$ cat src/fft_pkg.sv
package fft_pkg;

    localparam int SAMPLE_W = 16;
    localparam int ACC_W    = 24;
    localparam int MAG_W    = 23;
    localparam int BIN_W    = 6;
    localparam int TW_W     = 16;
    localparam int ROM_LOG2 = 7;
    localparam int ROM_DEPTH = 128;
    localparam int MAX_BINS = 64;
    localparam int SQ_W     = 48;
    localparam logic [MAG_W-1:0] MAG_MAX = 23'd4194304;
    localparam logic signed [ACC_W-1:0] ACC_MAX = 24'sd8388607;
    localparam logic signed [ACC_W-1:0] ACC_MIN = -24'sd8388608;

    typedef enum logic [3:0] {
        S_IDLE, S_RD, S_WAIT, S_MUL, S_RND, S_WR1, S_WR2,
        S_MRD, S_MWAIT, S_MSQ, S_MSUM, S_ROOT, S_OUT
    } t_state;

    function automatic logic signed [TW_W-1:0] quarter_sine(input logic [5:0] k);
        logic signed [TW_W-1:0] v;
        case (k)
            6'd0: v = 16'sd0;      6'd1: v = 16'sd1608;   6'd2: v = 16'sd3212;
            6'd3: v = 16'sd4808;   6'd4: v = 16'sd6393;   6'd5: v = 16'sd7962;
            6'd6: v = 16'sd9512;   6'd7: v = 16'sd11039;  6'd8: v = 16'sd12540;
            6'd9: v = 16'sd14010;  6'd10: v = 16'sd15447; 6'd11: v = 16'sd16846;
            6'd12: v = 16'sd18205; 6'd13: v = 16'sd19520; 6'd14: v = 16'sd20788;
            6'd15: v = 16'sd22006; 6'd16: v = 16'sd23170; 6'd17: v = 16'sd24279;
            6'd18: v = 16'sd25330; 6'd19: v = 16'sd26320; 6'd20: v = 16'sd27246;
            6'd21: v = 16'sd28106; 6'd22: v = 16'sd28899; 6'd23: v = 16'sd29622;
            6'd24: v = 16'sd30274; 6'd25: v = 16'sd30853; 6'd26: v = 16'sd31357;
            6'd27: v = 16'sd31786; 6'd28: v = 16'sd32138; 6'd29: v = 16'sd32413;
            6'd30: v = 16'sd32610; 6'd31: v = 16'sd32729; default: v = 16'sd32767;
        endcase
        return v;
    endfunction

    function automatic logic signed [TW_W-1:0] rom_sine(input logic [ROM_LOG2-1:0] t);
        logic [7:0] u;
        logic signed [TW_W-1:0] v;
        u = {1'b0, t};
        if (u <= 8'd32)      v = quarter_sine(u[5:0]);
        else if (u <= 8'd64) v = quarter_sine(6'(8'd64 - u));
        else if (u <= 8'd96) v = -quarter_sine(6'(u - 8'd64));
        else                 v = -quarter_sine(6'(8'd128 - u));
        return v;
    endfunction

    function automatic logic signed [ACC_W-1:0] sat24(input logic signed [ACC_W+1:0] v);
        logic signed [ACC_W-1:0] r;
        if (v > 26'(ACC_MAX))      r = ACC_MAX;
        else if (v < 26'(ACC_MIN)) r = ACC_MIN;
        else                       r = v[ACC_W-1:0];
        return r;
    endfunction

endpackage

$ cat src/fft_front.sv
module fft_front #(
    parameter int POINTS = 128,
    parameter int LOG2_POINTS = 7
) (
    input  logic                          i_clk,
    input  logic                          i_rst_n,
    input  logic                          i_valid,
    output logic                          o_ready,
    input  logic [fft_pkg::SAMPLE_W-1:0]  i_sample,
    output logic                          o_valid,
    input  logic                          i_ready,
    output logic [LOG2_POINTS+fft_pkg::SAMPLE_W:0] o_word
);
    import fft_pkg::*;

    // queue word: {frame_end, addr, sample}
    localparam int QW = LOG2_POINTS + SAMPLE_W + 1;
    logic [QW-1:0] r_q0, r_q1;
    logic          r_v0, r_v1;
    logic [LOG2_POINTS-1:0] r_cnt;
    logic [LOG2_POINTS-1:0] rev;
    logic          push, pop;

    always_comb begin
        for (int b = 0; b < LOG2_POINTS; b++) rev[b] = r_cnt[LOG2_POINTS-1-b];
    end

    assign o_ready = !r_v1;
    assign push    = i_valid && o_ready;
    assign o_valid = r_v0;
    assign o_word  = r_q0;
    assign pop     = r_v0 && i_ready;

    always_ff @(posedge i_clk) begin
        if (!i_rst_n) begin
            r_cnt <= '0;
            r_v0  <= 1'b0;
            r_v1  <= 1'b0;
        end else begin
            if (push) r_cnt <= r_cnt + 1'b1;
            // two-entry queue, entry 0 is the head
            if (pop) begin
                r_v0 <= r_v1 || push;
                r_v1 <= r_v1 && push;
            end else if (push) begin
                if (!r_v0) r_v0 <= 1'b1;
                else       r_v1 <= 1'b1;
            end
        end
    end

    always_ff @(posedge i_clk) begin
        if (pop) begin
            r_q0 <= r_v1 ? r_q1 : {&r_cnt, rev, i_sample};
            if (r_v1 && push) r_q1 <= {&r_cnt, rev, i_sample};
        end else if (push) begin
            if (!r_v0) r_q0 <= {&r_cnt, rev, i_sample};
            else       r_q1 <= {&r_cnt, rev, i_sample};
        end
    end

    assert property (@(posedge i_clk) disable iff (!i_rst_n) r_v1 |-> r_v0)
        else $error("queue tail valid without head");
    assert property (@(posedge i_clk) disable iff (!i_rst_n) !r_v0 |=> !(r_v1 && $rose(r_v1)))
        else $error("tail filled over empty head");
    assert property (@(posedge i_clk) disable iff (!i_rst_n) push |=> r_cnt == $past(r_cnt) + 1'b1)
        else $error("sample counter skipped");
endmodule

$ cat config.mk
export PLATFORM = sky130hd
export DESIGN_NAME = fft_front
export DESIGN_NICKNAME = d
export VERILOG_FILES = /design/src/fft_pkg.sv /design/src/fft_front.sv
export SDC_FILE = /design/constraint.sdc
export NUM_CORES = 1
export LEC_CHECK = 0
export CELL_PAD_IN_SITES_DETAIL_PLACEMENT = 0
export CELL_PAD_IN_SITES_GLOBAL_PLACEMENT = 1
export CORE_MARGIN = 2
export CORE_UTILIZATION = 51
export CTS_CLUSTER_DIAMETER = 150
export CTS_CLUSTER_SIZE = 14
export DETAILED_ROUTE_END_ITERATION = 7
export DONT_BUFFER_PORTS = 1
export PLACE_DENSITY = 0.77
export SLEW_MARGIN = 10
export SYNTH_ARGS = -nofsm -noshare
export SYNTH_HDL_FRONTEND = slang
export SYNTH_SLANG_ARGS = --single-unit
$ cat constraint.sdc
create_clock -name i_clk -period 3.8 [get_ports i_clk]
set_input_delay 0.57 -clock i_clk [delete_from_list [all_inputs] [get_ports i_clk]]
set_output_delay 0.57 -clock i_clk [all_outputs]
set_load 0.01 [all_outputs]
---- Yosys cells after proc, flatten, opt, wreduce, memory -nomap -nowiden ----
Cells that the tools add are included.
word-level totals
  bits in registers ....................... 57
  output and inout bits ................... 26
  input bits .............................. 20
operators by class
  equality and inequality tests ........... 2
  reduce and logical (&&, ||, !) cells .... 11
  add/subtract/negate cells ............... 1
  multiplexer cells ....................... 13
operators by type and width
  kind                                                             count
  24-bit two-way mux                                               8
  7-bit by 1-bit adder with 7-bit output, second input constant    1
  7-bit AND reduction                                              1
  1-bit two-way mux                                                5
  2-bit by 1-bit != test with 1-bit output, second input constant  2
  2-bit AND reduction                                              2
  2-bit nonzero test                                               2
  1-bit logical AND                                                3
  3-bit AND reduction                                              1
  1-bit logical NOT                                                1
  1-bit logical OR                                                 1

---- Logic depth before layout (Yosys ltp) ----
Gate-level depths: netlist (run 1).
  word-level depth ........................ 5
  gate-level depth with buffers ........... 4
  gate-level depth less buffers ........... 4

---- Worst setup path after synthesis (run 1) ----
Ideal clock, no wire load.
  kind .................................... input-to-reg
  start point ............................. input port i_valid
  end point ............................... register r_q1[0], enable pin
  arrival time ............................ 2.572 ns
  slack ................................... 0.787 ns
  path buffers ............................ 1
  required time ........................... 3.359 ns
  stages .................................. 3
  setup time .............................. 0.441 ns
  cell sequence ........................... nand2b_1 > buf_6 > nor3b_1
between the ends
  cells in the longest elaborated chain, start to end .. 4
  elaborated cells on any way between the ends .. 5
ends and longest elaborated chain
  what                                                       RTL line         text
  start, declared                                            fft_front.sv:7   input logic i_valid,
  1-bit logical AND *                                        fft_front.sv:29  assign push = i_valid && o_ready;
  1-bit logical AND                                          fft_front.sv:55  if (r_v1 && push) r_q1 <= {&r_cnt, rev, i_sample};
  2-bit by 1-bit != test with 1-bit output (no source line)  --
  3-bit AND reduction (no source line) *                     --
  end signal, assigned                                       fft_front.sv:55
  end signal, assigned                                       fft_front.sv:58  else r_q1 <= {&r_cnt, rev, i_sample};
  end, declared                                              fft_front.sv:18  logic [QW-1:0] r_q0, r_q1;
Every way passes the cells marked *; elsewhere a longest branch is shown, timed or not.
A chain may end at the register's enable or synchronous reset.

---- Worst setup path after layout (run 1) ----
  start point ............................. register r_v0, in the netlist o_valid
  end point ............................... register r_q0[10], in the netlist o_word[10], data pin
between the ends
  cells in the longest elaborated chain, start to end .. 2
ends and longest elaborated chain
  what                    RTL line         text
  start, declared         fft_front.sv:19  logic r_v0, r_v1;
  start signal, assigned  fft_front.sv:43  r_v0 <= r_v1 || push;
  1-bit logical AND       fft_front.sv:32  assign pop = r_v0 && i_ready;
  24-bit two-way mux      fft_front.sv:53  if (pop) begin
  end signal, assigned    fft_front.sv:54  r_q0 <= r_v1 ? r_q1 : {&r_cnt, rev, i_sample};
  end signal, assigned    fft_front.sv:57  if (!r_v0) r_q0 <= {&r_cnt, rev, i_sample};
  end, declared           fft_front.sv:18
Every way passes these cells.

==> flow_summary_export.csv, run 1 <==
group,metric,value,unit
sta,fin_crit,2.22,ns
clock_network,clockRootBuffer,"clkbuf_8",
layout,final_cell_mix,"edfxtp_1 (48), mux2_2 (24), clkbuf_8 (11)",
clock_network,cts_tree,"built",
clock_network,postCtsSetupRepairBufs,0,
die,die_w,69.0,µm
sta,finalClockSkew,0.00354,ns
layout,fin_util,59.4,%
setup_path,crit_path_top_delay_cell,"nand3_1",
global_route,grt-ovfl-total,0,
setup_path,path_delay_family,"simple AND/OR/NAND/NOR gates",
synth,synth_cell_types,26,
sta,finalSetupViolations,0,
detailed_routing,drt-initial-drc-count,70,
detailed_routing,firstDrtPassIters,4,
die,dieArea,4760,µm²
hold_path,hold_depth,0,
global_route,antenna_found_initial,0,
setup_path,crit_type,"reg -> reg",
detailed_routing,drc,0,
power_and_ir_drop,leakagePower,0.000817,µW
synth,seq_area_frac_synth,75.3,%
layout,area_growth,11.0,%
synth,synthArstFlopShare,0,%
setup_path,critPathRequiredTime,3.87,ns
clock_network,clock_path_buffers,2,
synth,synth_nets,145,
detailed_routing,viasPerCell,5.48,
die,io_pins,46,
detailed_routing,post_drt_wl_per_cell,17.4,µm
clock_network,numCtsBuffers,9,
clock_network,ctsResizeCount,0,
global_route,grt_pass1_wl,4890,µm
power_and_ir_drop,vdd_drop_max,0.000226,V
setup_path,reg2reg_from,"o_valid",
detailed_routing,ant_nets,0,
die,rows,23,
detailed_routing,num_vias,1036,
hold_path,min_path_type,"in -> reg",
sta,period_share,58.3,%
layout,drive_gt1_share,29.5,%
flow_run,cap_violations,0,
setup_path,cp_num_buf_inv,0,
sta,tightest_slew,1.16,ns
status,outcome,"completed",
clock_network,ctsHoldBuffers,0,
global_route,grt_pass1_vias,1029,
clock_network,clk_pin_slew,0.06,ns
placed_design,gp_congestion,0.608,
global_route,grt_max_degree,25,
synth,synth_edf_count,48,
synth,syn_inst,124,
hold_path,hold_start,"i_sample[11]",
die,fp.dieH,69.0,µm
synth,synth_seq_cells,57,
synth,syn_avg_cell_area,17.4,µm²
layout,final_nets,155,
clock_network,clk_latency,0.32,ns
hold_path,holdPathEnd,"r_q1[11]",
power_and_ir_drop,power_density,530,nW/µm²
placed_design,dp_slack,1.53,ns
sta,relSlewSlack,22.3,%
clock_network,htree_levels,3,
synth,yosys_warnings,0,
global_route,grt_usage,15.4,%
layout,final_common_cell,"edfxtp_1",
layout,diodes,0,
sta,grt_setup_unrepaired,"false",
setup_path,worstPathArrival,2.29,ns
setup_path,worstPathCellList,"nand3_1 -> mux2_2",
placed_design,dpl-instance-area,2220,µm²
sta,fmax,0.451,GHz
setup_path,crit_path_max_incr_delay,0.86,ns
placed_design,port_buffers,0,
synth,syn_area,2150,µm²
setup_path,reg2reg_to,"o_word[10]",
sta,hold_viol,0,
synth,synth_flop_cell,"edfxtp_1",
clock_network,clkSinkCount,57,
sta,drv_slew,0,
placed_design,dp_hpwl,2130,µm
sta,layout_setup_ws,1.58,ns
die,coreArea,4030,µm²
setup_path,r2r_cells,2,
die,start_util,53.5,%
layout,final_cell_area,2390,µm²
setup_path,rrSetupSlack,1.58,ns
setup_path,cp_max_fo,24,
setup_path,cp-end-kind,"flip-flop",
sta,final.setup.tns,0,ns
setup_path,cp-start-kind,"flip-flop",
detailed_routing,routed_wl,3280,µm
state kept, by name (all words and copies together) (netlist names):
name     flops
r_cnt        7
o_word      24
r_v1         1
r_q1        24
o_valid      1
final cells by class:
class | count | area (µm²)
Fill cell | 300 | 1640
Clock buffer | 12 | 155
Tap cell | 50 | 62.6
Multi-Input combinational cell | 61 | 509
Inverter | 3 | 11.3
Sequential cell | 57 | 1620
Timing Repair Buffer | 2 | 15.0
Clock inverter | 4 | 17.5
power breakdown:
part	switching, µW	total, µW	internal, µW	leakage (µW)
clock network	212	477	265	0.0000912
logic	26.0	45.8	19.9	0.000198
registers	26.6	744	717	0.000528
total	265	1270	1000	0.000817
per-stage QoR:
step	hold slack (ns)	total power, µW	std cells
floorplan	0.455	790	124
global placement	0.490	799	173
detailed placement	0.495	805	173
CTS	0.316	1280	189
global route	0.316	1320	189
finish	0.336	1270	189
cell usage after synthesis, types with 3 or more instances:
master    number  area, µm²
edfxtp_1      48       1440
o21ai_0        4       20.0
inv_1          3       11.3
a21boi_0       3       22.5
mux2_2        24        270
nand2_1        6       22.5
dfxtp_1        9        180
how the worst max path moves through the flow:
stage / cells past startpoint / startpoint / slack (ns) / endpoint
2_1_floorplan: 3 / i_valid / 0.79 / r_q1[0]
6_report: 2 / o_valid / 1.58 / o_word[10]
5_1_grt: 2 / o_valid / 1.42 / o_word[10]
4_1_cts: 2 / o_valid / 1.54 / o_word[10]
3_3_place_gp: 2 / i_ready / 1.59 / o_word[16]
3_5_place_dp: 2 / i_ready / 1.53 / o_word[9]
per-layer routing:
layer  vias to the layer above  track usage [%]  share of wire [%]
li1                        492                -                  -
met3                         8             8.12                7.9
met5                         -                0                  0
met4                         0             9.56                2.3
met2                        34             22.4                 47
met1                       502             18.1                 43
logic make-up after synthesis:
| family | share of synthesized area, % |
|---|---|
| muxes | 13.5 |
| adders and majority gates | 0.581 |
| and+or+nand+nor | 5.46 |
| buffers and inverters | 1.51 |
| xor gates and xnor gates | 0.813 |
| AOI/OAI and AO/OA | 2.90 |
| DFF | 75.3 |
Power figures use the tool's default switching activity.
==> inputs of run 2 (changes only) <==
Settings changed: CORE_UTILIZATION 51 to 46, PLACE_DENSITY 0.77 to 0.73.
Clock period 3.8 ns to 1.9 ns, I/O delays scaled along.
==> flow_summary_export.csv, run 2 (same netlist as run 1, synthesis figures left out) <==
group,metric,value,unit
status,outcome,"completed",
detailed_routing,routed_wl,3420,µm
die,fp.dieH,72.4,µm
power_and_ir_drop,leakagePower,0.000833,µW
die,dieArea,5250,µm²
sta,layout_setup_ws,0.375,ns
sta,fin_crit,1.52,ns
sta,hold_viol,0,
detailed_routing,post_drt_wl_per_cell,17.7,µm
setup_path,crit_path_max_incr_delay,0.35,ns
setup_path,worstPathArrival,1.52,ns
flow_run,cap_violations,0,
setup_path,crit_path_top_delay_cell,"dfxtp_1",
clock_network,clockRootBuffer,"clkbuf_8",
sta,holdWs,0.0554,ns
global_route,grt_pass1_vias,1090,
setup_path,crit_type,"reg -> reg",
clock_network,clock_path_buffers,2,
global_route,antenna_found_initial,0,
layout,final_cell_mix,"edfxtp_1 (48), mux2_2 (24), clkbuf_8 (9), dfxtp_1 (9), nand2_1 (6)",
setup_path,reg2reg_to,"o_word[6]",
placed_design,dp_slack,0.351,ns
clock_network,numCtsBuffers,9,
sta,period_share,80.3,%
setup_path,cp_max_fo,24,
global_route,grt-ovfl-total,0,
hold_path,min_path_type,"in -> reg",
layout,multi_input_area,515,µm²
hold_path,hold_depth,0,
global_route,grt_busiest_layer,"met2",
detailed_routing,firstDrtPassIters,4,
sta,final.setup.tns,0,ns
die,io_pins,46,
detailed_routing,drc,0,
clock_network,clkSinkCount,57,
clock_network,ctsResizeCount,0,
die,die_w,72.4,µm
detailed_routing,viasPerCell,5.54,
global_route,grt_use_met1,17.7,%
layout,regArea,1620,µm²
placed_design,dp.cells,177,
power_and_ir_drop,power_density,1070,nW/µm²
global_route,met3_usage,6.25,%
placed_design,port_buffers,0,
global_route,use_met2,21.9,%
layout,finalNonFillerCells,193,
sta,relSlewSlack,73.7,%
layout,fillers,375,
layout,final_common_cell,"edfxtp_1",
setup_path,r2r_cells,3,
sta,grt_setup_unrepaired,"false",
layout,area_growth,13.0,%
global_route,grt_pass1_wl,5450,µm
power_and_ir_drop,vdd_drop_max,0.000483,V
clock_network,postCtsSetupRepairBufs,0,
setup_path,reg2reg_from,"r_v1",
global_route,grt_max_degree,25,
clock_network,ctsHoldBuffers,0,
placed_design,gp_congestion,0.760,
setup_path,rrSetupSlack,0.38,ns
setup_path,cp-start-kind,"flip-flop",
die,coreArea,4440,µm²
setup_path,worstPathCellList,"nand2b_1 -> o21ai_2 -> buf_4",
hold_path,hold_start,"i_sample[0]",
placed_design,dp_hpwl,2150,µm
setup_path,cp-end-kind,"flip-flop",
detailed_routing,num_vias,1069,
detailed_routing,drt-initial-drc-count,73,
layout,final_nets,157,
clock_network,clk_pin_slew,0.06,ns
layout,diodes,0,
detailed_routing,ant_nets,0,
sta,drv_slew,0,
sta,tightest_slew,0.395,ns
clock_network,htree_levels,3,
sta,finalClockSkew,0.00622,ns
hold_path,holdPathEnd,"r_q1[0]",
sta,fmax,0.656,GHz
die,start_util,48.5,%
sta,finalSetupViolations,0,
clock_network,cts_tree,"built",
layout,drive_gt1_share,29.8,%
global_route,grt_usage,14.7,%
die,rows,24,
clock_network,clk_latency,0.32,ns
setup_path,critPathRequiredTime,1.89,ns
[run 2: metrics by stage]
stage / power, µW / util, % / cell area [µm²]
final: 2610 / 54.8 / 2430
after global routing: 2720 / 54.8 / 2430
after CTS: 2650 / 54.8 / 2430
after detailed placement: 1620 / 50.8 / 2260
after global placement: 1610 / 50.8 / 2260
after floorplan: 1580 / - / 2170
[run 2: critical path: cells and delay by family, from the launching register on]
| family | cells | cell delay [ns] |
|---|---|---|
| flops | 1 | 0.35 |
| simple gates | 1 | 0.33 |
| buf+inv | 1 | 0.33 |
| compound gates | 1 | 0.19 |
[run 2: worst max-delay path by stage]
stage,from,to,slack (ns),cells after the start
floorplan,r_v1,r_q1[0],0.21,3
global placement,r_v1,o_word[6],0.44,3
detailed placement,r_v1,o_word[14],0.35,3
CTS,r_v1,o_word[19],0.35,3
global route,r_v1,o_word[6],0.26,3
finish,r_v1,o_word[6],0.38,3
[run 2: final cells by class]
cell class,count,area share (%)
inverters,3,0.462
multi-input cells,61,21.2
flip-flops and latches,57,66.6
well taps,52,2.67
clock inverters,4,1.80
repair buffers,4,1.75
clock buffers,12,5.55
[run 2: per-layer routing]
| metal | up-vias | part of all wire (%) |
|---|---|---|
| li1 | 499 | - |
| met1 | 521 | 44 |
| met2 | 42 | 47 |
| met3 | 7 | 6.8 |
| met4 | 0 | 2.2 |
| met5 | - | 0 |
[run 2: power breakdown]
part / internal [µW] / leakage (µW) / switching, µW
combinational: 44.5 / 0.000214 / 55.5
clock: 598 / 0.0000918 / 428
sequential: 1430 / 0.000527 / 51.5
==> inputs of run 3 (changes only) <==
Settings changed: ABC_AREA set to 1, CORE_UTILIZATION 46 to 44.
Clock period 1.9 ns to 1.4 ns, I/O delays scaled along.
==> flow_summary_export.csv, run 3 <==
group,metric,value,unit
synth,seq_area_frac_synth,72.1,%
detailed_routing,drt-initial-drc-count,113,
placed_design,gp_congestion,0.819,
clock_network,numCtsBuffers,9,
detailed_routing,firstDrtPassIters,4,
synth,synth_cell_types,21,
setup_path,cp-end-kind,"flip-flop",
clock_network,clkSinkCount,57,
setup_path,reg2reg_from,"r_v1",
sta,holdWs,0.0258,ns
power_and_ir_drop,vdd_drop_max,0.000559,V
global_route,grt_max_degree,49,
die,dieArea,5700,µm²
synth,netlist_top_cells_area,"edfxtp_1 (64%), dfxtp_1 (8.0%), nand2_1 (6.3%), inv_1 (5.2%), o21ai_0 (2.9%)",
synth,syn_area,2250,µm²
synth,synth_mux_area_share,0,%
detailed_routing,ant_nets,0,
detailed_routing,routed-wl-met3,317,µm
detailed_routing,top_layer,"met4",
setup_path,critPathRequiredTime,1.49,ns
setup_path,startpoint,"r_v1",
synth,synth_edf_count,48,
sta,hold_viol,0,
layout,final_common_cell,"edfxtp_1",
status,outcome,"completed",
sta,final.setup.tns,0,ns
sta,finalClockSkew,0.00709,ns
setup_path,crit_type,"reg -> reg",
global_route,grt_usage,14.6,%
sta,fmax,0.764,GHz
detailed_routing,m1WireLength,1490,µm
synth,synth_simple_gate_area_share,10.8,%
sta,grt_setup_unrepaired,"false",
synth,synthXorXnorAreaFrac,0,%
clock_network,cts_tree,"built",
layout,fillers,429,
power_and_ir_drop,switching_power,779,µW
sta,tightest_slew,0.214,ns
setup_path,cp_max_fo,14,
layout,multi_input_area,479,µm²
sta,drv_slew,0,
hold_path,hold_start,"i_rst_n",
synth,synthArstFlopShare,0,%
die,io_pins,46,
setup_path,worstPathArrival,1.40,ns
synth,synth_flop_cell,"edfxtp_1",
hold_path,min_path_type,"in -> reg",
clock_network,clk_latency,0.33,ns
detailed_routing,num_vias,1299,
detailed_routing,post_drt_wl_per_cell,12.5,µm
power_and_ir_drop,power_density,1370,nW/µm²
layout,area_growth,23.4,%
layout,regArea,1620,µm²
sta,finalSetupViolations,0,
placed_design,dp_hpwl,2330,µm
placed_design,port_buffers,0,
global_route,antenna_found_initial,0,
sta,fin_crit,1.31,ns
synth,synth_nets,207,
synth,synth-compound-area-share,9.29,%
setup_path,reg2reg_to,"r_q1[5]",
global_route,grt_pass1_wl,5780,µm
clock_network,htree_levels,3,
synth,synth_top_area_cell,"edfxtp_1",
synth,synth_top_family_by_area,"simple AND/OR/NAND/NOR gates",
detailed_routing,drc,0,
power_and_ir_drop,p_total,3790,µW
setup_path,r2r_cells,6,
layout,final_cell_mix,"edfxtp_1 (48), nand2_1 (37), inv_1 (29)",
detailed_routing,routed_wl,3590,µm
power_and_ir_drop,p_comb_share,4.9,%
die,rows,26,
synth,syn_avg_cell_area,12.1,µm²
power_and_ir_drop,power_frac_seq,52.8,%
die,coreArea,5010,µm²
clock_network,clock_path_buffers,2,
clock_network,clk_pin_slew,0.06,ns
synth,synth_common_cells,"edfxtp_1 (48), nand2_1 (38), inv_1 (31)",
power_and_ir_drop,switching_share,20.6,%
power_and_ir_drop,p_int,3010,µW
synth,yosys_warnings,0,
synth,synthAdderAreaFrac,0.556,%
detailed_routing,wl_met2,1700,µm
die,start_util,44.9,%
global_route,grt_pass1_vias,1274,
sta,period_share,93.4,%
power_and_ir_drop,pwr-share-clk,42.3,%
layout,final_nets,234,
synth,syn_inst,186,
synth,yosysMostFrequentCell,"edfxtp_1",
synth,synth_seq_cells,57,
power_and_ir_drop,leakagePower,0.00109,µW
flow_run,cap_violations,0,
clock_network,clockRootBuffer,"clkbuf_8",
setup_path,endpoint,"r_q1[5]",
layout,drive_gt1_share,17.9,%
setup_path,rrSetupSlack,0.09,ns
die,die_w,75.5,µm
die,fp.dieH,75.5,µm
hold_path,hold_depth,2,
setup_path,cp-start-kind,"flip-flop",
global_route,grt-ovfl-total,0,
layout,diodes,0,
sta,relSlewSlack,85.7,%
synth,yosys.area.top_type_share,64.1,%
detailed_routing,viasPerCell,4.51,
-- run 3: cell types whose count changed in the layout (fill, tap and decap cells not counted), moves of 9 or more --
cell | before | now
nand2_1 | 6 | 37
inv_1 | 3 | 29
o21ai_0 | 3 | 12
mux2_2 | 24 | 0
dlygate4sd3_1 | 0 | 17
nor2_1 | 2 | 14
-- run 3: power groups by stage --
stage / Sequential (µW) / Clock, µW / Combinational (µW)
final: 2000 / 1600 / 186
after global placement: 2040 / 0 / 139
after global routing: 2010 / 1730 / 207
after CTS: 2000 / 1640 / 187
after detailed placement: 2040 / 0 / 144
after floorplan: 2030 / 0 / 99.3
-- run 3: worst min path at each step --
stage / endpoint / slack (ns)
after floorplan: r_q1[0] / 0.31
after global placement: r_q1[7] / 0.31
after detailed placement: r_q1[2] / 0.31
after CTS: r_cnt[2] / 0.009
after global routing: r_v1 / 0.01
final: r_cnt[2] / 0.03
-- run 3: cells by family (layout without fill, tap and decap cells) --
family | after synthesis | after routing
DFF | 57 | 57
and+or+nand+nor | 58 | 58
AOI/OAI and AO/OA | 33 | 33
buffers and inverters | 37 | 69
adders and majority gates | 1 | 1
-- run 3: per-layer routing --
metal | up-vias | GRT usage (%)
li1 | 672 | -
met1 | 572 | 16.4
met2 | 47 | 21.9
met3 | 8 | 7.80
met4 | 0 | 8.77
met5 | - | 0
-- run 3: layout make-up --
class / instances / area share (%)
Timing Repair Buffer: 22 / 9.29
Clock inverter: 7 / 3.07
Multi-Input combinational cell: 92 / 17.3
Clock buffer: 9 / 4.46
Inverter: 31 / 4.33
Sequential cell: 57 / 58.4
Tap cell: 70 / 3.16
-- run 3: metrics by stage --
step | std cells | instance area, µm² | util, % | setup WS (ns)
2_1_floorplan | 186 | 2270 | - | 0.0202
3_3_place_gp | 255 | 2400 | 47.8 | 0.124
3_5_place_dp | 255 | 2400 | 47.8 | 0.0900
4_1_cts | 288 | 2780 | 55.4 | 0.0845
5_1_grt | 288 | 2780 | 55.4 | 0.0150
6_report | 288 | 2780 | 55.4 | 0.0918
-- run 3: repair_timing --
item	in CTS	in global routing
gates resized for setup	0	0
setup buffers	0	0
hold endpoints to repair	22	0
hold buffers	17	0
-- run 3: worst max-delay path, cell delays in order (launching register included) --
cell,delay [ns]
dfxtp_1,0.38
inv_2,0.09
nand2_4,0.12
inv_1,0.09
nand2_2,0.09
clkinvlp_4,0.13
buf_12,0.17
